**src/sv/gf2_polynomial_alu_defines.svh**
```systemverilog
// assertion macros for the gf2 polynomial alu
// no dependencies; included by the files that check their own logic
`ifndef GF2_POLYNOMIAL_ALU_DEFINES_SVH
`define GF2_POLYNOMIAL_ALU_DEFINES_SVH
`ifndef SYNTHESIS
`define GPA_ASSERT(lbl, prop) \
    lbl: assert property (@(posedge i_clk) disable iff (!i_rst_n) prop) \
        else $error("gpa assertion failed");
`define GPA_ASSERT_ALWAYS(lbl, prop) \
    lbl: assert property (@(posedge i_clk) prop) \
        else $error("gpa assertion failed");
`else
`define GPA_ASSERT(lbl, prop)
`define GPA_ASSERT_ALWAYS(lbl, prop)
`endif
`endif

```
**src/sv/gpa_pkg.sv**
```systemverilog
// constants, operation codes and the cell payload type of the gf2 polynomial alu
// no dependencies
package gpa_pkg;

    localparam int WIDTH    = 16;
    localparam int OPND_W   = 16;
    localparam int RESULT_W = 31;
    localparam int PROD_W   = 2 * WIDTH - 1;
    localparam int SHIFT_W  = $clog2(WIDTH);
    localparam int IDX_W    = $clog2(PROD_W);

    typedef logic [1:0] t_kind;

    localparam t_kind KIND_ADD = 2'd0;
    localparam t_kind KIND_MUL = 2'd1;
    localparam t_kind KIND_QUO = 2'd2;
    localparam t_kind KIND_REM = 2'd3;

    typedef struct packed {
        t_kind              op;
        logic [WIDTH-1:0]   x;
        logic [WIDTH-1:0]   y;
        logic [PROD_W-1:0]  w;
        logic [SHIFT_W-1:0] shift;
        logic               dz;
    } t_stage;

endpackage

```
**src/sv/gpa_cell.sv**
```systemverilog
// one cell of the chain: one shift-and-xor step of multiply or long division
// depends on gpa_pkg
module gpa_cell import gpa_pkg::*; (
    input  logic               i_clk,
    input  logic               i_rst_n,
    input  logic [SHIFT_W-1:0] i_step,
    input  logic               i_valid,
    output logic               o_ready,
    input  t_stage             i_data,
    output logic               o_valid,
    input  logic               i_ready,
    output t_stage             o_data
);

    logic              r_valid;
    t_stage            r_data;
    t_stage            n_data;
    logic [IDX_W-1:0]  hi_idx;
    logic [PROD_W-1:0] x_shifted;

    assign hi_idx    = IDX_W'(WIDTH - 1) + IDX_W'(i_step);
    assign x_shifted = PROD_W'(i_data.x) << i_step;

    always_comb begin
        n_data = i_data;
        if (i_data.op == KIND_MUL) begin
            if (i_data.y[i_step]) begin
                n_data.w = i_data.w ^ x_shifted;
            end
        end else if ((i_data.op inside {KIND_QUO, KIND_REM}) && !i_data.dz
                     && i_data.w[hi_idx]) begin
            n_data.w         = i_data.w ^ x_shifted;
            n_data.y[i_step] = 1'b1;
        end
    end

    assign o_ready = !r_valid || i_ready;

    always_ff @(posedge i_clk) begin
        if (!i_rst_n) begin
            r_valid <= 1'b0;
        end else if (o_ready) begin
            r_valid <= i_valid;
        end
    end

    always_ff @(posedge i_clk) begin
        if (o_ready && i_valid) begin
            r_data <= n_data;
        end
    end

    assign o_valid = r_valid;
    assign o_data  = r_data;

endmodule

```
**config.mk**
```make
export PLATFORM = sky130hd
export DESIGN_NAME = gpa_cell
export DESIGN_NICKNAME = d
export VERILOG_FILES = /design/src/sv/gf2_polynomial_alu_defines.svh /design/src/sv/gpa_pkg.sv /design/src/sv/gpa_cell.sv
export SDC_FILE = /design/constraint.sdc
export NUM_CORES = 1
export LEC_CHECK = 0
export ABC_CLOCK_PERIOD_IN_PS = 8500
export BUFFER_PORTS_ARGS = -buffer_cell sky130_fd_sc_hd__buf_2
export CAP_MARGIN = 15
export CORE_UTILIZATION = 55
export CTS_BUF_LIST = sky130_fd_sc_hd__clkbuf_16
export CTS_CLUSTER_SIZE = 14
export DETAILED_ROUTE_END_ITERATION = 6
export PLACE_DENSITY = 0.86
export SYNTH_ARGS = -nofsm -noshare
export SYNTH_HDL_FRONTEND = slang
export SYNTH_SLANG_ARGS = --single-unit
```
**constraint.sdc**
```tcl
create_clock -name i_clk -period 8.5 [get_ports i_clk]
set_input_delay 1.7 -clock i_clk [delete_from_list [all_inputs] [get_ports i_clk]]
set_output_delay 1.7 -clock i_clk [all_outputs]
set_load 0.01 [all_outputs]
```
==> qor.txt <==
gp weighted congestion: 0.980
Yosys top cell by area: edfxtp_1
min Tclk post-route: 5590 ps
Req. time, crit path: 8580 ps
Switching Share: 27.9%
predominant post-synthesis flop cell: edfxtp_1
clk root buf: clkbuf_16
class of the most critical setup path: in2reg
hold crit path type: reg2reg
Int Pwr: 0.703 mW
CTS tree: done
Core Area: 0.00785 mm²
Synth area leaders: edfxtp_1, mux4_2, xnor2_1, o31ai_2, mux2_2
Post-Syn Area: 0.00454 mm²
Routed Antenna Nets: 0
worst r2r src: o_valid
CP Launch Type: primary input
vias per cell: 6.21
worst path cell trace: buf_2, inv_2, ha_1, xor2_2, mux4_2, and2_1, o31ai_2, nand2_2, a41o_1
DIE HEIGHT: 92.8 µm
placed cell count: 565
crit path launch: i_step[0]
DRC: 0
Tightest Pin Transition: 1140 ps
register share of total power: 43.3%
routed wire length: 11500 µm
number of synthesized register bits: 71
CTS Sinks: 71
floorplan die width: 92.8 µm
post-synth top area share: 46.3%
post-cts repair resize count: 0
Seq/Total Area, Yosys: 46.8%
max frequency: 179 MHz
instance count of the mapped netlist: 339
I/O Buffers: 149
EDFF count, synth: 70
Mapped Nets: 422
flop2flop setup slack: 6860 ps
Worst slew margin: 23.7%
CP max stage delay: 960 ps
final hold violation count: 0
share of cells above drive strength 1: 51.1%
initial antenna violation count: 0
Clock Power Share: 35.4%
row count: 32
# setup viols final: 0
clock buffer depth: 2
Logic pwr share: 21.4%
DIE AREA: 0.00861 mm²
Pwr per Cell Area: 176 mW/mm²
hpwl dp: 8280 µm
crit share post-route: 65.7%
Pleak: 2.15 nW
Initial Util: 57.8%
CTS Buf Count: 9
setup bufs post-CTS: 0
# IOs: 150
fin cells: 581
Max-Cap Viols: 0
Final #Nets: 557
initial drt markers: 327
dpl ws: 2620 ps
Async SR Flop Fraction: 0%
# H-tree levels: 3
Min-Delay Startpoint: o_valid
area growth from synthesis to layout: 21.9%
Sw Pwr: 0.271 mW
commonest non-fill, non-tap cell in the layout: buf_2
Slew Viols, Final: 0
most frequent cells in the layout: buf_2, edfxtp_1, mux4_2, nand2_1, o21ai_0
Slowest-stage cell, CP: o31ai_2
RSZ-0062 raised after global routing: no
# hold bufs at CTS: 0
GR Overflow Total: 0
pin count of the biggest net entering global routing: 71
crit path DAT: 5670 ps
yosys warns: 0
Fillers: 592
wire per inst: 19.8 µm
vias in the first global route: 3349
via count: 3610
status: completed
Clk pin slew, worst setup/hold paths: 60 ps
first-pass GRT wire length: 17900 µm
GRT Overall Usage: 27.5%
Worst Clk Skew: 8.44 ps
DR pass1 iterations: 5
Ant. Diodes: 0
Setup crit end kind: register
Clk Latency, worst-skew pair: 330 ps
final worst slack: 2910 ps
Synth cell types: 57
Synth Area per Inst: 13.4 µm²
Critical Path Fanout Max: 37
setup TNS: 0 ps
Worst VDD drop: 110 µV
==> state kept, by name, summed over array words and instances, names as in the netlist <==
register and cells:
o_valid 1, o_data 70
==> final timing paths <==
check,endpoint,cells past startpoint
worst min-delay path,o_valid,2
worst max register to register,o_data[23],3
worst max-delay path,o_data[50],9
worst min register to register,o_valid,2
==> logic make-up (layout without fill, tap and decap cells) <==
group	Yosys count	in the layout	share of synthesized area (%)
AO/OA/AOI/OAI	85	85	16.1
flip-flops	71	71	46.8
AND/OR/NAND/NOR	70	70	8.25
multiplexers	48	48	17.8
buffers and inverters	33	173	4.28
XOR/XNOR	27	27	5.38
adder cells (fa/ha/maj)	5	5	1.38
==> cell type report <==
cell class | instances | area [µm²] | area share, %
Clock buffer | 9 | 225 | 4.07
Tap cell | 102 | 128 | 2.31
Multi-Input combinational cell | 235 | 2220 | 40.2
Sequential cell | 71 | 2120 | 38.4
Timing Repair Buffer | 151 | 761 | 13.8
Clock inverter | 7 | 48.8 | 0.883
Inverter | 6 | 22.5 | 0.407
==> critical path: cells and delay by family <==
| kind | cells | cell delay, ps |
|---|---|---|
| buf+inv | 2 | 890 |
| xor+xnor | 1 | 350 |
| compound gates | 2 | 1340 |
| simple gates | 2 | 650 |
| mux | 1 | 370 |
| fa+ha+maj | 1 | 350 |
==> power by group through the flow <==
stage                     sequential [mW]  clock (mW)  combinational, mW
after CTS                           0.422       0.348              0.207
after global routing                0.424       0.364              0.223
after floorplan                     0.444           0              0.120
final                               0.421       0.345              0.208
after global placement              0.428           0              0.201
after detailed placement            0.429           0              0.205
==> Yosys cell counts (all sizes together), types with 5 or more instances <==
| master | instances |
|---|---|
| mux2i | 11 |
| ha | 5 |
| xnor2 | 21 |
| mux4 | 25 |
| nor3 | 6 |
| xor2 | 6 |
| a21oi | 5 |
| mux2 | 12 |
| o31ai | 12 |
| nand2 | 26 |
| nor2 | 8 |
| o21ai | 22 |
| inv | 5 |
| a31o | 12 |
| a311o | 5 |
| buf | 23 |
| edfxtp | 70 |
==> layer usage <==
metal  part of all wire [%]  vias to the layer above  track usage (%)
met4                    1.4                        0             5.90
met3                    8.6                       17             6.16
li1                       -                     1625                -
met5                      0                        -                0
met2                     49                      213             43.3
met1                     41                     1755             39.2
==> stage by stage <==
| step | utilization (%) | instance area, µm² | hold WS [ps] | power, mW |
|---|---|---|---|---|
| 6_report | 70.4 | 5530 | 530 | 0.974 |
| 5_1_grt | 70.4 | 5530 | 556 | 1.01 |
| 4_1_cts | 70.4 | 5530 | 532 | 0.976 |
| 3_5_place_dp | 66.9 | 5250 | 523 | 0.634 |
| 3_3_place_gp | 66.9 | 5250 | 500 | 0.629 |
| 2_1_floorplan | - | 4540 | 610 | 0.564 |
Power figures use the tool's default switching activity.
