[src/sv/gf2_polynomial_alu_defines.svh]
// assertion macros for the gf2 polynomial alu
// no dependencies; included by the files that check their own logic
`ifndef GF2_POLYNOMIAL_ALU_DEFINES_SVH
`define GF2_POLYNOMIAL_ALU_DEFINES_SVH
`ifndef SYNTHESIS
`define GPA_ASSERT(lbl, prop) \
    lbl: assert property (@(posedge i_clk) disable iff (!i_rst_n) prop) \
        else $error("gpa assertion failed");
`define GPA_ASSERT_ALWAYS(lbl, prop) \
    lbl: assert property (@(posedge i_clk) prop) \
        else $error("gpa assertion failed");
`else
`define GPA_ASSERT(lbl, prop)
`define GPA_ASSERT_ALWAYS(lbl, prop)
`endif
`endif

[src/sv/gpa_pkg.sv]
// constants, operation codes and the cell payload type of the gf2 polynomial alu
// no dependencies
package gpa_pkg;

    localparam int WIDTH    = 16;
    localparam int OPND_W   = 16;
    localparam int RESULT_W = 31;
    localparam int PROD_W   = 2 * WIDTH - 1;
    localparam int SHIFT_W  = $clog2(WIDTH);
    localparam int IDX_W    = $clog2(PROD_W);

    typedef logic [1:0] t_kind;

    localparam t_kind KIND_ADD = 2'd0;
    localparam t_kind KIND_MUL = 2'd1;
    localparam t_kind KIND_QUO = 2'd2;
    localparam t_kind KIND_REM = 2'd3;

    typedef struct packed {
        t_kind              op;
        logic [WIDTH-1:0]   x;
        logic [WIDTH-1:0]   y;
        logic [PROD_W-1:0]  w;
        logic [SHIFT_W-1:0] shift;
        logic               dz;
    } t_stage;

endpackage

[src/sv/gpa_prep.sv]
// entry logic: masks operands, forms the add result, finds divisor degree and normalizes divisor and dividend
// depends on gpa_pkg
module gpa_prep import gpa_pkg::*; (
    input  t_kind             i_kind,
    input  logic [OPND_W-1:0] i_operand_a,
    input  logic [OPND_W-1:0] i_operand_b,
    output t_stage            o_stage
);

    logic [WIDTH-1:0]   a;
    logic [WIDTH-1:0]   b;
    logic [SHIFT_W-1:0] deg;
    logic [SHIFT_W-1:0] shift;
    logic               b_zero;

    assign a      = i_operand_a[WIDTH-1:0];
    assign b      = i_operand_b[WIDTH-1:0];
    assign b_zero = (b == '0);

    always_comb begin
        deg = '0;
        for (int i = 0; i < WIDTH; i++) begin
            if (b[i]) begin
                deg = SHIFT_W'(i);
            end
        end
    end

    assign shift = b_zero ? '0 : (SHIFT_W'(WIDTH - 1) - deg);

    always_comb begin
        o_stage    = '0;
        o_stage.op = i_kind;
        case (i_kind)
            KIND_ADD: begin
                o_stage.w = PROD_W'(a ^ b);
            end
            KIND_MUL: begin
                o_stage.x = a;
                o_stage.y = b;
            end
            KIND_QUO, KIND_REM: begin
                o_stage.x     = b << shift;
                o_stage.w     = PROD_W'(a) << shift;
                o_stage.shift = shift;
                o_stage.dz    = b_zero;
            end
            default: begin
                o_stage.w = '0;
            end
        endcase
    end

endmodule

[config.mk]
export PLATFORM = sky130hd
export DESIGN_NAME = gpa_prep
export DESIGN_NICKNAME = d
export VERILOG_FILES = /design/src/sv/gf2_polynomial_alu_defines.svh /design/src/sv/gpa_pkg.sv /design/src/sv/gpa_prep.sv
export SDC_FILE = /design/constraint.sdc
export NUM_CORES = 1
export LEC_CHECK = 0
export BUFFER_PORTS_ARGS = -buffer_cell sky130_fd_sc_hd__buf_4
export CAP_MARGIN = 10
export CORE_ASPECT_RATIO = 1.4
export CORE_MARGIN = 1
export CORE_UTILIZATION = 47
export DETAILED_ROUTE_END_ITERATION = 6
export GPL_ROUTABILITY_DRIVEN = 0
export PLACE_DENSITY = 0.89
export SETUP_SLACK_MARGIN = 0.05
export SLEW_MARGIN = 15
export SYNTH_ARGS = -nofsm -noshare
export SYNTH_HDL_FRONTEND = slang
export SYNTH_SLANG_ARGS = --single-unit
[constraint.sdc]
create_clock -name vclk -period 2.2
set_input_delay 0.11 -clock vclk [all_inputs]
set_output_delay 0.11 -clock vclk [all_outputs]
set_load 0.01 [all_outputs]
==> results.txt, run 1 <==
----------------------------------------------------
[Placement]
  Number of buffer cells added on primary ports ... approximately 100
  Post-detailed-placement half-perimeter wirelength ... between 10000 and 15000 µm
  Worst setup slack before clock tree synthesis ... -0.3736 ns

[Global route]
  Global-route total usage across every layer ... between 80% and 90%
  First-pass GRT wire length ... between 30000 and 40000 µm
  Via count of the first global-routing pass ... 6074
  Total congestion overflow ... ~230
  Maximum number of pins on one net before global-route repair ... 27

[Floorplan]
  Cell Rows ... 32
  DIE HEIGHT ... ~90 µm
  X dimension of the die ... between 60 and 70 µm
  Starting Density ... 48.33%
  Number of top-level design ports ... between 100 and 150

[Logic synthesis]
  Portion of synthesized cell area occupied by the leading cell type ... around a fifth
  Area leader, netlist ... mux2i_1
  Most frequently used cell type in the post-synthesis netlist ... mux2i_1
  Avg Synthesized Cell Area ... 6.886 µm²
  Most area-consuming cells after synthesis ... mux2i_1, nand2_1, nor2_1, mux2_2, and2_1
  Synthesized Nets ... 419
  Yosys Warn Count ... 0
  Netlist cell types ... a little over 60
  Most frequent cells after synthesis ... mux2i_1, nand2_1, nor2_1
  Share of the yosys chip area belonging to registers ... 0%
  Cell area after synthesis ... roughly 0.0027 mm²
  Post-Synthesis Cells ... 385

[Status]
  Stage reached ... global routing
  Run status ... did not finish
  Error that halted the flow ... [ERROR GRT-0116] Global routing finished with congestion. Check the congestion regions in the DRC Viewer.

[Clock tree]
  Post-cts hold buffer count ... 0

----------------------------------------------------
## metal layers
layer  GRT overflow  GRT usage (%)
met3              0          59.60
met4            104          103.1
met2            122          105.6
met1              5          84.07
met5              0          10.58
## logic make-up after synthesis
kind of cell | share of synthesized area (%)
AOI/OAI and AO/OA | 31.67
xor gates and xnor gates | 4.955
buffers and inverters | 10.71
muxes | 26.95
and+or+nand+nor | 25.72
## what timing repair did
action | CTS
pin swaps | 32
resized for setup | 129
cloned | 5
setup buffers | 34
setup endpoints to repair | 46
## through the flow
stage	hold slack, ns	area (µm²)	instances
CTS	0.4371	5162	664
detailed placement	0.4363	4262	627
global placement	0.4346	4262	627
floorplan	0.3118	2780	385
==> run 2, diff against run 1 <==
- CORE_ASPECT_RATIO: 1.4 -> default
- CORE_UTILIZATION: 47 -> 40
- PLACE_DENSITY: 0.89 -> default
- PLACE_DENSITY_LB_ADDON: default -> 0.15
- SETUP_SLACK_MARGIN: 0.05 -> default
- clock period: 2.2 -> 2.9 ns (I/O delays scaled with it)
==> results.txt, run 2 <==
----------------------------------------------------
[Status]
  Run status ... completed (was did not finish)

[Routing]
  Average via count per standard cell ... 6.538
  Violation count after the first detailed-routing iteration ... roughly 300
  Routed wire length ... 11980 µm
  Drt wl/cell ... between 20 and 25 µm
  First-pass DRT Iterations ... 5
  DR vias ... 3733
  Detail Route Antenna Nets ... 0
  Remaining routing DRC violations ... 0

[STA]
  Total negative setup slack ... 0 ns
  Number of failing setup endpoints in the final timing report ... 0
  Number of max-slew violations in the final report ... 0
  Post-route setup slack ... around 0.068 ns
  Actual transition at the worst max-transition pin ... ~0.67 ns
  Min Clock Period, post-route ... roughly 2.8 ns
  Setup repair after global routing missed its margin ... no
  Final Hold Vio Count ... 0
  Highest clock rate ... around 0.35 GHz
  Part of the cycle the worst path needs ... a little over nine tenths
  Rel. slew slack ... between 50% and 60%

[Logic synthesis]
  Share of the yosys chip area belonging to registers ... 0% (unchanged)
  Most frequent cells after synthesis ... mux2i_1, nand2_1, nor2_1 (unchanged)
  Largest family of logic cells by synthesized area ... compound AO/OA/AOI/OAI gates (unchanged)
  Compound-Gate Fraction of Synth Area ... 31.67% (unchanged)
  Simple-gate area share of the yosys netlist ... 25.72% (unchanged)
  Post-Synthesis Cells ... 385 (unchanged)
  Fraction of the mapped netlist area in adder cells ... 0% (unchanged)
  Synthesized Nets ... 419 (unchanged)
  Portion of synthesized cell area occupied by the leading cell type ... 20.76% (unchanged)
  Avg Synthesized Cell Area ... 6.886 µm² (unchanged)
  Cell area after synthesis ... 0.002651 mm² (unchanged)
  Yosys Warn Count ... 0 (unchanged)
  Synthesized-area fraction occupied by xor and xnor cells ... 4.955% (unchanged)
  Most frequently used cell type in the post-synthesis netlist ... mux2i_1 (unchanged)
  Netlist cell types ... 62 (unchanged)
  Area leader, netlist ... mux2i_1 (unchanged)
  Proportion of synthesized area in mux cells ... 26.95% (unchanged)
  Most area-consuming cells after synthesis ... mux2i_1, nand2_1, nor2_1, mux2_2, and2_1 (unchanged)

[Setup path]
  Critical Path Source ... i_operand_b[10]
  Worst path cell trace ... buf_4 -> nor4_4 -> and4_1 -> or3_1 -> nor2_4 -> buf_4 -> mux2_2 -> o2111ai_1 -> nand3_1 -> buf_4
  Critical path fanouts, max ... 21
  Maximum cell stage delay along the critical path ... approximately 0.52 ns
  Category of the most critical setup path ... in -> out
  Critical path launch point type ... input port
  Highest-delay cell along the critical path ... nor2_4
  CP delay by family, top ... simple AND/OR/NAND/NOR gates
  Combined buffer and inverter count along the critical path ... 3
  Category of the worst setup path capture point ... primary output
  Worst Path Arrival ... ~2.7 ns
  Req. time, crit path ... ~2.8 ns
  Most numerous cell on the critical path ... buf_4

[Global route]
  Number of antenna violations at the first check in global routing ... 0
  First-pass GRT wire length ... 18190 µm
  Total congestion overflow ... 0
  Global-route total usage across every layer ... between 30% and 40%
  Maximum number of pins on one net before global-route repair ... 23
  Via count of the first global-routing pass ... ~3500

[Finish]
  Sequential standard cell area ... 0 µm²
  Most frequent standard cell in the layout excluding fill and tap cells ... buf_4
  Fin nets ... between 500 and 600
  Non-filler instance count after layout ... around 570
  Area growth from synthesis to layout ... 39.50%
  Layout cell share with drive strength beyond 1 ... 36.64%
  Most used cells in the layout excluding fill and tap cells ... buf_4, mux2i_1, nand2_1
  Clock tree buffer count of the final layout ... 0
  Number of diodes ... 0
  Post-route standard cell area excluding fillers ... between 0.003 and 0.004 mm²
  Seq cells ... 0

[Placement]
  Worst setup slack before clock tree synthesis ... 0.09500 ns (was -0.3736 ns)
  Post-detailed-placement half-perimeter wirelength ... 9124 µm (was 10700 µm)
  Number of buffer cells added on primary ports ... 104 (unchanged)
  Total cell area at the placement stage ... 0.003672 mm² (was 0.004262 mm²)
  DP Cell Count ... 568 (was 627)

[Floorplan]
  X dimension of the die ... 83.42 µm (was 65.48 µm)
  Starting Density ... 41.52% (was 48.33%)
  Core Region ... 0.006386 mm²
  Floorplan die area ... between 0.006 and 0.007 mm²
  DIE HEIGHT ... 83.42 µm (was 90.87 µm)
  Number of top-level design ports ... 104 (unchanged)
  Cell Rows ... 29 (was 32)

[Run]
  Max-capacitance violation count ... 0

[Min path]
  Worst hold-check path type ... in -> out
  Start point of the worst min-delay path ... i_kind[0]

[Power]
  Total power divided by cell area ... 182.5 mW/mm²
  Leakage Power ... around 1.6 nW
  Maximum vdd ir drop ... roughly 0.00011 V

----------------------------------------------------
[run 2: cell counts after synthesis]
No cell type changed its count.
[run 2: report_power, final]
group          switching (W)  internal (W)  leakage [nW]
Clock                      0             0             0
Sequential                 0             0             0
Combinational       0.000370      0.000305          1.64
Total               0.000370      0.000305          1.64
[run 2: through the flow]
step           total power [W]  utilization, %  hold slack, ns
2_1_floorplan        0.0003727               -          0.3818
3_3_place_gp         0.0006457           57.50          0.5135
3_5_place_dp         0.0006512           57.50          0.5125
4_1_cts              0.0006535           57.50          0.5126
5_1_grt              0.0007074           57.92          0.5236
6_report             0.0006749           57.92          0.5171
[run 2: final cells by class]
cell class / instances / area [µm²]
Tap cell: 77 / 96.34
Inverter: 5 / 18.77
Multi-Input combinational cell: 332 / 2376
Timing Repair Buffer: 157 / 1207
Fill cell: 637 / 2688
[run 2: cells by family (layout without fill, tap and decap cells)]
logic type             Yosys count  in the layout
AND/OR/NAND/NOR                133            133
AO/OA/AOI/OAI                  116            116
XOR/XNOR                        15             15
buffers and inverters           53            162
multiplexers                    68             68
[run 2: final timing paths]
path,endpoint,depth (start not counted)
max,o_stage[63],10
min,o_stage[68],2
[run 2: routing by layer]
layer,GRT usage (%),up-vias,share of wire [%]
met3,4.771,40,12
met5,0,-,0
met2,51.42,300,44
met4,8.937,0,2.5
li1,-,1676,-
met1,44.06,1717,42
[run 2: timing repair]
item | CTS | global route
setup endpoints to repair | 0 | 4
gates resized for setup | 0 | 2
setup buffers | 0 | 3
hold endpoints to repair | 0 | 0
hold buffers | 0 | 0
Power figures use the tool's default switching activity.
